`src/dwsd_pkg.sv`:
```
// Package for the dual window stability detector.
// Holds sizes, control types and state codes shared by the lane, merge and top files.
// No dependencies.
`default_nettype none

package dwsd_pkg;

    localparam int WINDOW         = 8;
    localparam int SAMPLE_BITS    = 12;
    localparam int LIMIT_BITS     = 12;
    localparam int SLOT_BITS      = (WINDOW > 1) ? $clog2(WINDOW) : 1;
    localparam int CMP_BITS       = (SAMPLE_BITS > LIMIT_BITS) ? SAMPLE_BITS : LIMIT_BITS;
    localparam int CFG_INDEX_BITS = 2;

    localparam logic [LIMIT_BITS-1:0] LIMIT_RESET = LIMIT_BITS'(16);
    localparam logic [SLOT_BITS-1:0]  LAST_SLOT   = SLOT_BITS'(WINDOW - 1);

    typedef enum logic [CFG_INDEX_BITS-1:0] {
        REG_LIMIT_REF = CFG_INDEX_BITS'(0),
        REG_LIMIT_OUT = CFG_INDEX_BITS'(1)
    } cfg_reg_t;

    typedef enum logic [1:0] {
        ST_IDLE,
        ST_SCAN,
        ST_DONE
    } state_t;

    // Control from the sequencer to each lane
    typedef struct packed {
        logic                 wr_en;
        logic [SLOT_BITS-1:0] wr_slot;
        logic                 scan_en;
        logic                 scan_first;
        logic [SLOT_BITS-1:0] scan_idx;
    } lane_ctl_t;

endpackage

`default_nettype wire

```
`src/dwsd_lane.sv`:
```
// One channel lane: ring store of the window plus a max/min scanner
// that walks one entry per cycle. Depends on dwsd_pkg.
`default_nettype none

module dwsd_lane (
    input  wire logic                             clk,
    input  wire logic                             rst_n,
    input  wire dwsd_pkg::lane_ctl_t              ctl,
    input  wire logic [dwsd_pkg::SAMPLE_BITS-1:0] sample,
    output logic      [dwsd_pkg::SAMPLE_BITS-1:0] hi,
    output logic      [dwsd_pkg::SAMPLE_BITS-1:0] lo
);
    import dwsd_pkg::*;

    logic [SAMPLE_BITS-1:0] window_reg [WINDOW];
    logic [SAMPLE_BITS-1:0] window_next [WINDOW];
    logic [SAMPLE_BITS-1:0] hi_reg, hi_next;
    logic [SAMPLE_BITS-1:0] lo_reg, lo_next;
    logic [SAMPLE_BITS-1:0] rd_data;

    always_comb
    begin
        for (int i = 0; i < WINDOW; i++)
        begin
            window_next[i] = window_reg[i];
            if (ctl.wr_en && (ctl.wr_slot == SLOT_BITS'(i)))
            begin
                window_next[i] = sample;
            end
        end
    end

    assign rd_data = window_reg[ctl.scan_idx];

    always_comb
    begin
        hi_next = hi_reg;
        lo_next = lo_reg;
        if (ctl.scan_en)
        begin
            if (ctl.scan_first)
            begin
                hi_next = rd_data;
                lo_next = rd_data;
            end
            else
            begin
                if (rd_data > hi_reg)
                begin
                    hi_next = rd_data;
                end
                if (rd_data < lo_reg)
                begin
                    lo_next = rd_data;
                end
            end
        end
    end

    always_ff @(posedge clk or negedge rst_n)
    begin
        if (!rst_n)
        begin
            for (int i = 0; i < WINDOW; i++)
            begin
                window_reg[i] <= '0;
            end
        end
        else
        begin
            window_reg <= window_next;
        end
    end

    always_ff @(posedge clk)
    begin
        hi_reg <= hi_next;
        lo_reg <= lo_next;
    end

    assign hi = hi_reg;
    assign lo = lo_reg;

endmodule

`default_nettype wire

```
`src/dwsd_merge.sv`:
```
// Merge stage: turns both lanes' max/min into stable flags against the limits
// and holds the result item until taken. Depends on dwsd_pkg.
`default_nettype none

module dwsd_merge (
    input  wire logic                             clk,
    input  wire logic                             rst_n,
    input  wire logic                             load,
    input  wire logic [dwsd_pkg::SAMPLE_BITS-1:0] ref_hi,
    input  wire logic [dwsd_pkg::SAMPLE_BITS-1:0] ref_lo,
    input  wire logic [dwsd_pkg::SAMPLE_BITS-1:0] out_hi,
    input  wire logic [dwsd_pkg::SAMPLE_BITS-1:0] out_lo,
    input  wire logic [dwsd_pkg::LIMIT_BITS-1:0]  limit_ref,
    input  wire logic [dwsd_pkg::LIMIT_BITS-1:0]  limit_out,
    input  wire logic                             res_stall,
    output logic                                  res_valid,
    output logic                                  ref_stable,
    output logic                                  out_stable
);
    import dwsd_pkg::*;

    logic [SAMPLE_BITS-1:0] ref_spread, out_spread;
    logic                   ref_ok, out_ok;
    logic                   valid_reg, valid_next;
    logic                   ref_stable_reg, ref_stable_next;
    logic                   out_stable_reg, out_stable_next;

    // hi >= lo always, so the difference never wraps
    assign ref_spread = ref_hi - ref_lo;
    assign out_spread = out_hi - out_lo;
    assign ref_ok     = CMP_BITS'(ref_spread) <= CMP_BITS'(limit_ref);
    assign out_ok     = CMP_BITS'(out_spread) <= CMP_BITS'(limit_out);

    always_comb
    begin
        valid_next      = valid_reg;
        ref_stable_next = ref_stable_reg;
        out_stable_next = out_stable_reg;
        if (load)
        begin
            valid_next      = 1'b1;
            ref_stable_next = ref_ok;
            out_stable_next = out_ok;
        end
        else if (valid_reg && !res_stall)
        begin
            valid_next = 1'b0;
        end
    end

    always_ff @(posedge clk or negedge rst_n)
    begin
        if (!rst_n)
        begin
            valid_reg <= 1'b0;
        end
        else
        begin
            valid_reg <= valid_next;
        end
    end

    always_ff @(posedge clk)
    begin
        ref_stable_reg <= ref_stable_next;
        out_stable_reg <= out_stable_next;
    end

    assign res_valid  = valid_reg;
    assign ref_stable = ref_stable_reg;
    assign out_stable = out_stable_reg;

endmodule

`default_nettype wire

```
`src/dual_window_stability_detector.sv`:
```
// Dual window stability detector, top level.
// Each item carries one sample per channel (reference, output voltage).
// Input channel: in_valid / in_stall with ref_sample, out_sample.
// Result channel: res_valid / res_stall with ref_stable, out_stable; one
// result per item, in order.
// Config: cfg_we writes cfg_data to register cfg_index (0 = reference limit,
// 1 = output limit, other indexes ignored); write only while idle.
// The shared slot steps before the write, so the first item after reset lands
// in slot 1; unwritten slots read as zero and take part in the spread.
// Steps: the item is written at the accept edge, the two lanes then walk the
// WINDOW entries one per cycle, and the compare step (ST_DONE) then compares
// the spreads and loads the result register once no held result is stalled.
// No new item is taken until the current item's result has been loaded.
// A new item is taken while a finished result still waits; if the receiver
// stalls, the next result waits in the compare step and in_stall stays high.
// Reset (rst_n, async low): windows and slot cleared, limits to 16, no result.
// Depends on dwsd_pkg, dwsd_lane, dwsd_merge.
`default_nettype none

module dual_window_stability_detector (
    input  wire logic                                clk,
    input  wire logic                                rst_n,
    input  wire logic                                in_valid,
    output logic                                     in_stall,
    input  wire logic [dwsd_pkg::SAMPLE_BITS-1:0]    ref_sample,
    input  wire logic [dwsd_pkg::SAMPLE_BITS-1:0]    out_sample,
    output logic                                     res_valid,
    input  wire logic                                res_stall,
    output logic                                     ref_stable,
    output logic                                     out_stable,
    input  wire logic                                cfg_we,
    input  wire logic [dwsd_pkg::CFG_INDEX_BITS-1:0] cfg_index,
    input  wire logic [dwsd_pkg::LIMIT_BITS-1:0]     cfg_data
);
    import dwsd_pkg::*;

    state_t                 state_reg, state_next;
    logic [SLOT_BITS-1:0]   slot_reg, slot_next;
    logic [SLOT_BITS-1:0]   idx_reg, idx_next;
    logic [LIMIT_BITS-1:0]  limit_ref_reg, limit_ref_next;
    logic [LIMIT_BITS-1:0]  limit_out_reg, limit_out_next;
    logic [SLOT_BITS-1:0]   slot_step;
    logic                   load;
    lane_ctl_t              lane_ctl;
    logic [SAMPLE_BITS-1:0] ref_hi, ref_lo, out_hi, out_lo;

    assign slot_step = (slot_reg == LAST_SLOT) ? '0 : slot_reg + 1'b1;

    always_comb
    begin
        state_next = state_reg;
        slot_next  = slot_reg;
        idx_next   = idx_reg;
        in_stall   = 1'b1;
        load       = 1'b0;
        lane_ctl   = '0;
        lane_ctl.wr_slot  = slot_step;
        lane_ctl.scan_idx = idx_reg;
        unique case (state_reg)
            ST_IDLE:
            begin
                in_stall = 1'b0;
                if (in_valid)
                begin
                    lane_ctl.wr_en = 1'b1;
                    slot_next      = slot_step;
                    idx_next       = '0;
                    state_next     = ST_SCAN;
                end
            end
            ST_SCAN:
            begin
                lane_ctl.scan_en    = 1'b1;
                lane_ctl.scan_first = (idx_reg == '0);
                idx_next            = idx_reg + 1'b1;
                if (idx_reg == LAST_SLOT)
                begin
                    idx_next   = '0;
                    state_next = ST_DONE;
                end
            end
            ST_DONE:
            begin
                if (!res_valid || !res_stall)
                begin
                    load       = 1'b1;
                    state_next = ST_IDLE;
                end
            end
            default:
            begin
                state_next = ST_IDLE;
            end
        endcase
    end

    always_comb
    begin
        limit_ref_next = limit_ref_reg;
        limit_out_next = limit_out_reg;
        if (cfg_we)
        begin
            unique case (cfg_index)
                REG_LIMIT_REF: limit_ref_next = cfg_data;
                REG_LIMIT_OUT: limit_out_next = cfg_data;
                default:       ;
            endcase
        end
    end

    always_ff @(posedge clk or negedge rst_n)
    begin
        if (!rst_n)
        begin
            state_reg     <= ST_IDLE;
            slot_reg      <= '0;
            idx_reg       <= '0;
            limit_ref_reg <= LIMIT_RESET;
            limit_out_reg <= LIMIT_RESET;
        end
        else
        begin
            state_reg     <= state_next;
            slot_reg      <= slot_next;
            idx_reg       <= idx_next;
            limit_ref_reg <= limit_ref_next;
            limit_out_reg <= limit_out_next;
        end
    end

    dwsd_lane u_lane_ref (
        .clk    (clk),
        .rst_n  (rst_n),
        .ctl    (lane_ctl),
        .sample (ref_sample),
        .hi     (ref_hi),
        .lo     (ref_lo)
    );

    dwsd_lane u_lane_out (
        .clk    (clk),
        .rst_n  (rst_n),
        .ctl    (lane_ctl),
        .sample (out_sample),
        .hi     (out_hi),
        .lo     (out_lo)
    );

    dwsd_merge u_merge (
        .clk        (clk),
        .rst_n      (rst_n),
        .load       (load),
        .ref_hi     (ref_hi),
        .ref_lo     (ref_lo),
        .out_hi     (out_hi),
        .out_lo     (out_lo),
        .limit_ref  (limit_ref_reg),
        .limit_out  (limit_out_reg),
        .res_stall  (res_stall),
        .res_valid  (res_valid),
        .ref_stable (ref_stable),
        .out_stable (out_stable)
    );

endmodule

`default_nettype wire

```
`config.mk`:
```
export PLATFORM = sky130hd
export DESIGN_NAME = dual_window_stability_detector
export DESIGN_NICKNAME = d
export VERILOG_FILES = /design/src/dwsd_pkg.sv /design/src/dwsd_lane.sv /design/src/dwsd_merge.sv /design/src/dual_window_stability_detector.sv
export SDC_FILE = /design/constraint.sdc
export NUM_CORES = 1
export LEC_CHECK = 0
export BUFFER_PORTS_ARGS = -buffer_cell sky130_fd_sc_hd__buf_2
export CAP_MARGIN = 25
export CORE_MARGIN = 4
export CORE_UTILIZATION = 60
export CTS_BUF_LIST = sky130_fd_sc_hd__clkbuf_4
export DETAILED_ROUTE_END_ITERATION = 8
export GPL_ROUTABILITY_DRIVEN = 0
export GPL_TIMING_DRIVEN = 0
export HOLD_SLACK_MARGIN = 0.06
export PLACE_DENSITY = 0.77
export SETUP_SLACK_MARGIN = 0.05
export SLEW_MARGIN = 20
export SYNTH_ARGS = -nofsm -noshare
export SYNTH_HDL_FRONTEND = slang
export SYNTH_SLANG_ARGS = --single-unit
```
`constraint.sdc`:
```
create_clock -name clk -period 6.65 [get_ports clk]
set_input_delay 1.33 -clock clk [delete_from_list [all_inputs] [get_ports clk]]
set_output_delay 1.33 -clock clk [all_outputs]
set_load 0.005 [all_outputs]
```
==> metrics.md <==
| Metric | Value |
|---|---|
| Status | `finished, final reports clean` |
| Gr ovfl total | `0` |
| Crit start category | `register` |
| CP max stage delay | `780 ps` |
| Post-DR vias/cell | `5.812` |
| Post-synth EDFFs | `50` |
| Routed WL | `29.63 mm` |
| CP max-delay cell | `clkbuf_1` |
| Crit end category | `register` |
| H-tree levels | `3` |
| GRT Util Overall | `0.2388` |
| Worst Skew | `57.80 ps` |
| Ports | `47` |
| Slew @ Worst Pin | `954.7 ps` |
| Synth Area per Inst | `13.84 um2` |
| Largest net degree at the start of global routing | `101` |
| Post-CTS sizing | `0` |
| Multiplexer share of the synthesized area | `0.2626` |
| TNS Setup | `0 ps` |
| Most Used Layer, Global Route | `met2` |
| Top cell type by total area after synthesis | `dfrtp_1` |
| Seq cells post-synth | `275` |
| TritonCTS Buffers | `72` |
| Crit path DAT | `4830 ps` |
| Die W | `162.1 um` |
| First-pass DRT Iterations | `5` |
| Number of max-cap violations | `0` |
| Share of cells above drive strength 1 | `0.3895` |
| Pre-CTS setup slack | `1962 ps` |
| Post-DRT Antenna Nets | `0` |
| Final min period | `4647 ps` |
| Hold Fails Final Rpt | `0` |
| Die Ht | `162.1 um` |
| Min-delay worst type | `register to register` |
| Hold Buf Count CTS | `0` |
| Largest cells by area after synthesis | `dfrtp_1, mux2_2, edfxtp_1, ha_1, mux4_2` |
| Critical path buffer and inverter count | `2` |
| XOR/XNOR share of the synthesized area | `0.009833` |
| Layout area overhead | `11.70%` |
| First-pass GRT wire length | `49.25 mm` |
| Endpoints failing setup | `0` |
| Port Buffers | `46` |
| Nets@finish | `1296` |
| Core ar. | `23400 um2` |
| Routed wire length per instance | `19.43 um` |
| Max-slew headroom | `0.3635` |
| Ys flop type | `dfrtp_1` |
| DR vias | `8863` |
| Num rows | `56` |
| Synthesis Warnings | `0` |
| Power Density | `553.9 nW/um2` |
| Hold path start | `slot_reg[2]$_DFFE_PN0P_` |
| Crit path max-delay family | `buffers and inverters` |
| Mapped Area | `14250 um2` |
| Clk slew on worst S/H paths | `70 ps` |
| Post-DP HPWL | `20.71 mm` |
| Antenna violations before repair | `2` |
| Post-CTS Setup Bufs | `0` |
| DR DRC count | `0` |
| Initial core utilization | `0.6090` |
| Clock sinks | `275` |
| Pleak | `7.620 nW` |
| Vias in the first global route | `9622` |
| Max frequency | `215.2 MHz` |
| CTS root buf | `clkbuf_4` |
| Netlist cell types | `56` |
| Met3 Use GR | `0.04542` |
| Worst Slack Setup Final | `2003 ps` |
| Clock Path Buffers | `3` |
| Met2 track demand over resource | `0.4013` |
| Synthesized Nets | `1172` |
| Crit path cell chain | `clkbuf_1 -> clkbuf_1 -> mux4_2 -> mux2_2 -> ha_1 -> and3_1 -> nor2b_1 -> o31a_1 -> o311ai_0 -> nand3_1` |
| Post-Synthesis Cells | `1030` |
| Initial DRC count | `486` |
| Worst setup startpoint | `idx_reg[1]$_DFFE_PN0P_` |
| RSZ-0062 raised after global routing | `no` |
| Post-synthesis adder-cell area fraction | `0.08797` |
| Non-Filler Instances | `1525` |
| Placed insts | `1399` |
| Met1 Usage GRT | `0.3160` |
| Synth top area share | `0.3916` |
| Critical Path Fanout Max | `12` |
| Worst skew pair latency | `690 ps` |
| Final period utilization | `0.6988` |
| Simple-Gate Fraction of Synth Area | `0.04565` |
| Sequential area share after synthesis | `0.5006` |
| Final Max Tran Viols | `0` |
| Reg2reg start | `idx_reg[1]$_DFFE_PN0P_` |
| Largest family of logic cells by synthesized area | `multiplexers` |
| Worst EP required | `6830 ps` |
| Crit path top cell by count | `clkbuf_1` |
| CTS tree | `yes` |
| Critical Setup Path Class | `register to register` |
| Die area | `26280 um2` |
| FFs w/ async S/R, synth | `0.8182` |
| Complex-gate fraction of the synthesized area | `0.05821` |
| VDD IR max | `0.2195 mV` |
## per-layer routing
metal	part of all wire	vias to the layer above
met5	0.00024	-
met4	0.022	2
met3	0.048	52
met2	0.49	207
met1	0.44	4497
li1	-	4105
## metrics by stage
step	total power [mW]	utilization	hold WS, ps	cell area [um2]
2_1_floorplan	6.183	-	453.8	14250
3_3_place_gp	7.118	0.6359	470.1	14880
3_5_place_dp	7.341	0.6394	479.6	14960
4_1_cts	8.886	0.6800	495.2	15910
5_1_grt	9.619	0.6801	509.4	15920
6_report	8.817	0.6802	496.3	15920
## cells by family (layout without fill, tap and decap cells)
family	after synthesis	count (layout)
buffers and inverters	113	287
multiplexers	278	278
XOR/XNOR	16	16
AO/OA/AOI/OAI	127	127
other	0	2
adder cells (fa/ha/maj)	99	99
flip-flops	275	275
AND/OR/NAND/NOR	122	122
## layout make-up
cell class | instances | area [um2]
fill | 1738 | 7483
sequential | 275 | 7134
multi-input combinational | 642 | 6620
clock buffer | 104 | 780.7
tap | 319 | 399.1
timing repair buffer | 50 | 310.3
inverter | 78 | 292.8
buffer | 35 | 207.7
clock inverter | 20 | 168.9
antenna | 2 | 5.005
## worst paths after layout
kind | slack [ps] | cells after the start | to
worst max-delay path | 2000 | 10 | u_lane_out.hi[1]$_DFFE_PP_
worst min-delay path | 500 | 1 | slot_reg[2]$_DFFE_PN0P_
worst max register to register | 2000 | 10 | u_lane_out.hi[1]$_DFFE_PP_
worst min register to register | 500 | 1 | slot_reg[2]$_DFFE_PN0P_
max in group asynchronous | 5300 | 2 | u_lane_ref.window_reg[62]$_DFFE_PN0P_
min in group asynchronous | 540 | 1 | u_lane_out.window_reg[43]$_DFFE_PN0P_
## power by group
part	internal, mW	switching [mW]
Sequential	2.58	0.313
Clock	0.836	0.673
Combinational	2.09	2.33
## layout by cell type, fill, tap and decap left out, types with 8 or more instances in the layout
cell        n
nand2_1    31
edfxtp_1   50
and3_1      8
ha_1       97
nand4_1    10
xnor2_1     8
nand3_1    11
a21o_1     27
nor2_1     19
dfrtp_1   223
xor2_1      8
nor2b_1    11
mux4_2     48
a211oi_1    8
mux2_4     20
a21oi_1    28
clkbuf_1    9
clkbuf_4  104
buf_2      61
inv_1      78
mux2_2    207
o21ai_0    26
clkinv_1   14
## Yosys cell counts, drive strengths merged (20+ instances only)
| master | instances |
|---|---|
| o21ai | 29 |
| mux4 | 48 |
| ha | 97 |
| a21o | 27 |
| nor2 | 20 |
| nand2 | 35 |
| a21oi | 28 |
| buf | 26 |
| dfrtp | 223 |
| mux2 | 227 |
| edfxtp | 50 |
| inv | 78 |
No activity file was read; power rests on OpenSTA's default activity.
